[config.mk]
export PLATFORM = sky130hd
export DESIGN_NAME = serial_command_line_parser
export DESIGN_NICKNAME = d
export VERILOG_FILES = /design/src/design/scp_pkg.sv /design/src/design/serial_command_line_parser.sv
export VERILOG_INCLUDE_DIRS = /design/src /design/src/design
export SDC_FILE = /design/constraint.sdc
export NUM_CORES = 1
export LEC_CHECK = 0
export BUFFER_PORTS_ARGS = -buffer_cell sky130_fd_sc_hd__buf_2
export CAP_MARGIN = 20
export CELL_PAD_IN_SITES_DETAIL_PLACEMENT = 1
export CELL_PAD_IN_SITES_GLOBAL_PLACEMENT = 1
export CORE_ASPECT_RATIO = 1.4
export CORE_MARGIN = 8
export CORE_UTILIZATION = 50
export CTS_CLUSTER_SIZE = 10
export DETAILED_ROUTE_END_ITERATION = 10
export PLACE_DENSITY_LB_ADDON = 0.1
export RECOVER_POWER = 25
export SLEW_MARGIN = 10
export SYNTH_ARGS = -nofsm -noshare
export SYNTH_HDL_FRONTEND = slang
export SYNTH_SLANG_ARGS = --single-unit
[constraint.sdc]
create_clock -name clk -period 5 [get_ports clk]
set_input_delay 0.25 -clock clk [delete_from_list [all_inputs] [get_ports clk]]
set_output_delay 0.25 -clock clk [all_outputs]
set_load 0.01 [all_outputs]
[src/design/serial_command_line_parser_assert.svh]
// ----------------------------------------------------------------------------
// Serial command line parser assertion macros
// Shared concurrent assertion forms, clocked on clk and disabled in reset.
// ----------------------------------------------------------------------------
`ifndef SERIAL_COMMAND_LINE_PARSER_ASSERT_SVH
`define SERIAL_COMMAND_LINE_PARSER_ASSERT_SVH

// Check that the consequent holds in the same cycle as the antecedent
`define SCP_ASSERT_SAME(label, ante, cons) \
	label: assert property (@(posedge clk) disable iff (!arst_n) (ante) |-> (cons)) \
		else $error("serial command line parser: same-cycle check failed");

// Check that the consequent holds in the cycle after the antecedent
`define SCP_ASSERT_NEXT(label, ante, cons) \
	label: assert property (@(posedge clk) disable iff (!arst_n) (ante) |=> (cons)) \
		else $error("serial command line parser: next-cycle check failed");

`endif

[src/design/scp_pkg.sv]
// ----------------------------------------------------------------------------
// Serial command line parser package
// Byte codes, event and command codes, keyword table and the keyword matcher.
// ----------------------------------------------------------------------------
package scp_pkg;

	// Default line capacity in characters
	localparam int LINE_CHARS_DEF = 16;

	// Keyword table geometry
	localparam int KEY_COUNT = 11;
	localparam int KEY_MAX   = 4;
	localparam int KEY_IDX_W = $clog2(KEY_MAX);

	// Control bytes
	localparam logic [7:0] BYTE_CR  = 8'd13;
	localparam logic [7:0] BYTE_BS  = 8'h08;
	localparam logic [7:0] BYTE_DEL = 8'd127;

	typedef logic [6:0] char_t;
	typedef logic [KEY_MAX-1:0][6:0] key_chars_t;

	// Per-byte event reported with each result
	typedef enum logic [2:0] {
		EV_STORED      = 3'd0,
		EV_ERASED      = 3'd1,
		EV_ERASE_EMPTY = 3'd2,
		EV_REJECTED    = 3'd3,
		EV_OVERFLOW    = 3'd4,
		EV_COMMAND     = 3'd5,
		EV_EMPTY_LINE  = 3'd6,
		EV_UNKNOWN     = 3'd7
	} event_t;

	// Command codes; keyword k of the table reports k + 1
	localparam logic [3:0] CMD_NONE = 4'd0;

	// Keyword text, first character in entry 0, unused tail zero
	localparam logic [6:0] KEY_TEXT [KEY_COUNT][KEY_MAX] = '{
		'{7'h48, 7'h45, 7'h4C, 7'h50},  // HELP
		'{7'h54, 7'h45, 7'h53, 7'h54},  // TEST
		'{7'h53, 7'h54, 7'h4F, 7'h50},  // STOP
		'{7'h4C, 7'h4F, 7'h41, 7'h44},  // LOAD
		'{7'h41, 7'h44, 7'h43, 7'h00},  // ADC
		'{7'h42, 7'h41, 7'h54, 7'h00},  // BAT
		'{7'h52, 7'h53, 7'h54, 7'h00},  // RST
		'{7'h49, 7'h4E, 7'h46, 7'h4F},  // INFO
		'{7'h4C, 7'h56, 7'h33, 7'h00},  // LV3
		'{7'h4C, 7'h56, 7'h32, 7'h00},  // LV2
		'{7'h4E, 7'h45, 7'h58, 7'h54}   // NEXT
	};
	localparam logic [2:0] KEY_LEN [KEY_COUNT] = '{
		3'd4, 3'd4, 3'd4, 3'd4, 3'd3, 3'd3, 3'd3, 3'd4, 3'd3, 3'd3, 3'd4
	};

	// Fold a to z to upper case, leave everything else
	function automatic char_t fold_upper(input char_t c);
		char_t r;
		r = c;
		if (c >= 7'h61 && c <= 7'h7A) begin
			r = c - 7'd32;
		end
		return r;
	endfunction

	// Return the command code of the first matching keyword, CMD_NONE if none.
	// short_len is the line length, or zero when the line is longer than KEY_MAX.
	function automatic logic [3:0] match_cmd(input key_chars_t chars,
			input logic [2:0] short_len);
		logic [3:0] cmd;
		logic       same;
		cmd = CMD_NONE;
		for (int k = KEY_COUNT - 1; k >= 0; k--) begin
			same = (short_len == KEY_LEN[k]);
			for (int i = 0; i < KEY_MAX; i++) begin
				if (i < int'(KEY_LEN[k]) && fold_upper(chars[i]) != KEY_TEXT[k][i]) begin
					same = 1'b0;
				end
			end
			if (same) begin
				cmd = 4'(k + 1);
			end
		end
		return cmd;
	endfunction

endpackage

[src/design/serial_command_line_parser.sv]
// An accepted byte is held in the input register, then its result is loaded into
//   the result register, which drives m_axis_tvalid.
// Throughput: one byte per cycle; the input register and result register each
//   hold one item, and the line state is updated in the single stage between them.
// Reset: arst_n clears the line length, both valid flags and sets echo enable to 1.
// The output register stalls the input stage only while a result waits unclaimed.
// ----------------------------------------------------------------------------
// Serial command line parser
// Collects console bytes into a line, handles erase, and on carriage return
// matches the line against fixed keywords and reports a command or error.
// ----------------------------------------------------------------------------
module serial_command_line_parser
	import scp_pkg::*;
#(
	parameter int LINE_CHARS = LINE_CHARS_DEF
) (
	input  logic        clk,
	input  logic        arst_n,
	// configuration
	input  logic        cfg_we,
	input  logic        cfg_wdata,        // echo_enable
	// received bytes
	input  logic        s_axis_tvalid,
	output logic        s_axis_tready,
	input  logic [7:0]  s_axis_tdata,     // [7:0] rx_byte
	// results
	output logic        m_axis_tvalid,
	input  logic        m_axis_tready,
	output logic [15:0] m_axis_tdata,     // [7:0] echo_byte, [10:8] event_code,
	                                      // [14:11] command_code, [15] zero
	output logic        m_axis_tuser      // echo_valid
);

	localparam int LEN_W = $clog2(LINE_CHARS + 1);

	logic             echo_en_q;
	logic             valid_s1;
	logic [7:0]       byte_s1;
	logic             valid_s2;
	logic             echo_s2;
	logic [7:0]       byte_s2;
	event_t           event_s2;
	logic [3:0]       cmd_s2;
	logic [LEN_W-1:0] len_q;
	key_chars_t       line_q;

	logic             advance;
	logic             is_cr;
	logic             is_erase;
	logic             is_print;
	logic             full;
	logic [2:0]       short_len;
	logic [3:0]       match;
	event_t           event_d;
	logic [3:0]       cmd_d;
	logic [LEN_W-1:0] len_d;
	logic             store_en;

	// Hold the echo enable register
	always_ff @(posedge clk or negedge arst_n) begin
		if (!arst_n) begin
			echo_en_q <= 1'b1;
		end else if (cfg_we) begin
			echo_en_q <= cfg_wdata;
		end
	end

	// Advance the input stage when the result register is free or being drained
	assign advance       = valid_s1 && (!valid_s2 || m_axis_tready);
	assign s_axis_tready = !valid_s1 || advance;

	always_ff @(posedge clk or negedge arst_n) begin
		if (!arst_n) begin
			valid_s1 <= 1'b0;
		end else if (s_axis_tready) begin
			valid_s1 <= s_axis_tvalid;
		end
	end

	always_ff @(posedge clk) begin
		if (s_axis_tready && s_axis_tvalid) begin
			byte_s1 <= s_axis_tdata;
		end
	end

	// Classify the byte and compute the event and next line length
	assign is_cr     = (byte_s1 == BYTE_CR);
	assign is_erase  = (byte_s1 == BYTE_BS) || (byte_s1 == BYTE_DEL);
	assign is_print  = (byte_s1 >= 8'd1) && (byte_s1 <= 8'd126);
	assign full      = (len_q == LEN_W'(LINE_CHARS));
	assign short_len = (len_q <= LEN_W'(KEY_MAX)) ? 3'(len_q) : 3'd0;
	assign match     = match_cmd(line_q, short_len);

	always_comb begin
		event_d  = EV_OVERFLOW;
		cmd_d    = CMD_NONE;
		len_d    = len_q;
		store_en = 1'b0;
		if (is_cr) begin
			len_d = '0;
			if (len_q == '0) begin
				event_d = EV_EMPTY_LINE;
			end else if (match != CMD_NONE) begin
				event_d = EV_COMMAND;
				cmd_d   = match;
			end else begin
				event_d = EV_UNKNOWN;
			end
		end else if (is_erase) begin
			if (len_q != '0) begin
				len_d   = len_q - 1'b1;
				event_d = EV_ERASED;
			end else begin
				event_d = EV_ERASE_EMPTY;
			end
		end else if (!full) begin
			if (is_print) begin
				len_d    = len_q + 1'b1;
				event_d  = EV_STORED;
				store_en = 1'b1;
			end else begin
				event_d = EV_REJECTED;
			end
		end
	end

	// Update the line length
	always_ff @(posedge clk or negedge arst_n) begin
		if (!arst_n) begin
			len_q <= '0;
		end else if (advance) begin
			len_q <= len_d;
		end
	end

	// Keep only the leading characters; longer lines never match a keyword
	always_ff @(posedge clk) begin
		if (advance && store_en && len_q < LEN_W'(KEY_MAX)) begin
			line_q[len_q[KEY_IDX_W-1:0]] <= byte_s1[6:0];
		end
	end

	// Load the result register, drop valid once the transfer completes
	always_ff @(posedge clk or negedge arst_n) begin
		if (!arst_n) begin
			valid_s2 <= 1'b0;
		end else if (advance) begin
			valid_s2 <= 1'b1;
		end else if (m_axis_tready) begin
			valid_s2 <= 1'b0;
		end
	end

	always_ff @(posedge clk) begin
		if (advance) begin
			echo_s2  <= echo_en_q;
			byte_s2  <= byte_s1;
			event_s2 <= event_d;
			cmd_s2   <= cmd_d;
		end
	end

	assign m_axis_tvalid = valid_s2;
	assign m_axis_tuser  = echo_s2;
	assign m_axis_tdata  = {1'b0, cmd_s2, event_s2, byte_s2};

`include "serial_command_line_parser_assert.svh"

	`SCP_ASSERT_SAME(a_len_bound, 1'b1, len_q <= LEN_W'(LINE_CHARS))
	`SCP_ASSERT_SAME(a_cmd_only_on_command, valid_s2 && cmd_s2 != CMD_NONE,
		event_s2 == EV_COMMAND)
	`SCP_ASSERT_NEXT(a_cr_clears_line, advance && is_cr, len_q == '0)
	`SCP_ASSERT_NEXT(a_store_grows_line, advance && store_en,
		len_q == $past(len_q) + 1'b1)

endmodule

==> metrics.cfg <==
[min_path]
hp-class = input pin to flop

[critical_path]
cpMaxStageDelayCell = or4_1
worstSetupStartpointType = flop
cpMostUsedCell = o21ai_0
cp_data_required_time_ns = 5.22
worstPathArrival_ns = 3.32
endpoint_kind = flop
path_class = flop to flop
cp_slowest_stage_delay_ns = 0.63
path_cells = or4_1 -> nor4_1 -> o21ai_1 -> inv_1 -> ha_1 -> nor2b_1 -> o21ai_0 -> nand2b_1 -> xnor2_1 -> nor2_1 -> o21ai_0 -> o21ai_0
cp_max_fo = 7

[power_and_ir_drop]
p_leak_nw = 1.21
vdd_drop_max_mv = 0.303
powerDensity_mw_per_mm2 = 370
power.total_mw = 1.30

[global_route]
grt_overflow = 0
grtUsageTotal = 0.194
grt_pass1_vias = 2519
grt_pass1_wl_um = 13000
antenna_found_initial = 0
grt_max_degree = 17

[clocking]
cts_root_buf = clkbuf_8
clk_pin_slew_worst_paths_ns = 0.07
post-cts-setup-buffers = 0
numCtsBuffers = 9
clockBufferDepth = 2
clock_sinks = 60
ctsHtreeMaxLevel = 3
insertion_delay_ns = 0.34
cts_tree = built

[synth]
synth_warnings = 0
synth_compound_area_frac = 0.127
synth-simple-area-share = 0.231
postSynthRegisterBits = 60
syn-cell-area_mm2 = 0.00311
synth_ff_type = edfxtp_1
yosysUniqueCellTypes = 58
synth-async-reset-ratio = 0.133
synth_cells = 271
synth_top_family_by_area = simple AND/OR/NAND/NOR gates
synth-xor-area-share = 0.00845
synth_edf_count = 52
synth.avg_cell_area_um2 = 11.5
synth_mux_area_frac = 0.00362
synthAdderAreaFrac = 0.0346
synth.net_count = 293
ys_seq_area_frac = 0.567

[cells_and_area]
antenna_cells = 0
area.growth.synth_to_final_pct = 13.3
layout-drive-gt1-share = 0.162
layout.nets = 326

[sta]
period_share = 0.620
tns_ns = 0
finalWorstSetupSlack_ns = 1.90
final.min_clock_period_ns = 3.10
worst_pin_slew_ns = 0.982
hold-worst-slack_ns = 0.0802
slew_viol_final = 0
setup_viol = 0
slew_headroom = 0.340
grt_setup_unrepaired = no
hold_viol = 0
skew_ns = 0.00838
clock.fmax_mhz = 323

[place]
portBuffers = 31
gp_congestion = 0.875
place_hpwl_um = 6280
dp_slack_ns = 1.97

[drt]
wirelength_um = 8070
vias_per_cell = 6.20
vias = 2363
drc_errors = 0
antenna_left = 0
dr.pass1.iters = 4
drt-initial-drc-count = 76
wl_per_cell_um = 21.2

[floorplanning]
io_pins = 33
start_util = 0.507
coreArea_mm2 = 0.00613
fp.dieH_um = 109
fp.dieW_um = 82.6
num_rows = 34
fp.dieArea_mm2 = 0.00903

[flow_run]
maxCapViolations = 0

[status]
status = finished clean

[final cells by class]
| class | instances | area (um^2) |
|---|---|---|
| fill | 674 | 2610 |
| tap | 72 | 90.1 |
| timing repair buffer | 32 | 164 |
| sequential | 60 | 1760 |
| multi-input combinational | 190 | 1260 |
| clock inverter | 7 | 76.3 |
| clock buffer | 9 | 124 |
| inverter | 11 | 41.3 |
[layout by cell type (no fill, tap or decap), types with 2 or more instances in the layout]
| master | instances |
|---|---|
| dfrtp_1 | 7 |
| o2111ai_1 | 2 |
| o21a_1 | 2 |
| edfxtp_1 | 52 |
| clkinv_4 | 2 |
| or3_1 | 4 |
| nor3_1 | 12 |
| nand3_1 | 6 |
| and4_1 | 2 |
| nand3b_1 | 2 |
| o21ai_0 | 12 |
| clkbuf_8 | 9 |
| nand2_1 | 19 |
| buf_2 | 30 |
| and2_1 | 3 |
| nor2_1 | 18 |
| nor4b_1 | 4 |
| nand2b_1 | 12 |
| a21oi_1 | 4 |
| nand4_1 | 10 |
| clkinvlp_4 | 2 |
| o21ai_1 | 2 |
| o41ai_1 | 3 |
| inv_1 | 11 |
| nor4bb_1 | 2 |
| a22oi_1 | 3 |
| or4_1 | 8 |
| nor2b_1 | 4 |
| a311o_1 | 3 |
| a21o_1 | 2 |
| o211ai_1 | 4 |
| nor4_1 | 5 |
| nor3b_1 | 3 |
| o31ai_1 | 3 |
| xor2_1 | 2 |
| a211oi_1 | 2 |
| nand4b_1 | 4 |
| ha_1 | 7 |
[sequential cells by signal, indices dropped and copies added, names as in the netlist]
signal,cells
cmd_s2,4
echo_en_q,1
line_q,28
len_q,5
m_axis_tuser,1
valid_s1,1
byte_s1,8
event_s2,3
byte_s2,8
m_axis_tvalid,1
[through the flow]
step	cells	util	cell area, um^2
floorplan	271	-	3110
global placement	364	0.541	3310
detailed placement	364	0.541	3310
CTS	381	0.575	3520
global route	381	0.575	3520
finish	381	0.575	3520
[cell usage after synthesis, types with 5 or more instances]
cell / count / share of area
ha_1: 7 / 0.028
nand3_1: 6 / 0.0097
clkbuf_1: 9 / 0.011
or4_1: 8 / 0.019
nand2_1: 19 / 0.023
nand4_1: 10 / 0.020
nand2b_1: 12 / 0.024
nor3_1: 12 / 0.019
nor4_1: 5 / 0.010
dfrtp_1: 7 / 0.056
o21ai_0: 12 / 0.019
nor2_1: 18 / 0.022
inv_1: 11 / 0.013
edfxtp_1: 52 / 0.50
[per-layer routing]
layer / track usage / up-vias / wire length [um]
met5: 0 / - / 0
met4: 0.0965 / 0 / 237
met3: 0.0305 / 22 / 189
met2: 0.353 / 54 / 4480
met1: 0.208 / 1159 / 3170
li1: - / 1128 / -
[report_power, final]
group	internal, mW	switching, mW
sequential	0.600	0.0779
combinational	0.0735	0.119
clock	0.232	0.199
total	0.906	0.396
[final timing paths]
path / startpoint / end / slack (ns) / depth (start not counted)
min in group asynchronous: arst_n / len_q[2] / 0.36 / 2
hold reg to reg: valid_s1 / m_axis_tvalid / 0.52 / 1
setup / recovery: byte_s1[5] / len_q[4] / 1.90 / 12
setup reg to reg: byte_s1[5] / len_q[4] / 1.90 / 12
max in group asynchronous: arst_n / echo_en_q / 4.30 / 2
hold / removal: s_axis_tdata[2] / byte_s1[2] / 0.08 / 1
[repair_timing]
item / in CTS / in global routing
hold buffers: 1 / 0
setup endpoints to repair: 0 / 0
resized for setup: 0 / 0
endpoints found under the hold margin: 8 / 0
[cells by family after synthesis]
family                     after synthesis
adders and majority gates                8
buffers and inverters                   21
other                                    1
and+or+nand+nor                        124
DFF                                     60
xor gates and xnor gates                 3
muxes                                    1
AOI/OAI and AO/OA                       53
[critical path, delay by kind of cell, from the launching register on]
| family | cells | cell delay [ns] |
|---|---|---|
| adder cells (fa/ha/maj) | 1 | 0.28 |
| XOR/XNOR | 1 | 0.23 |
| buffers and inverters | 1 | 0.21 |
| AND/OR/NAND/NOR | 5 | 1.15 |
| AO/OA/AOI/OAI | 4 | 0.61 |
| flip-flops | 1 | 0.49 |
Note: power is estimated with default switching activity, not from simulation.
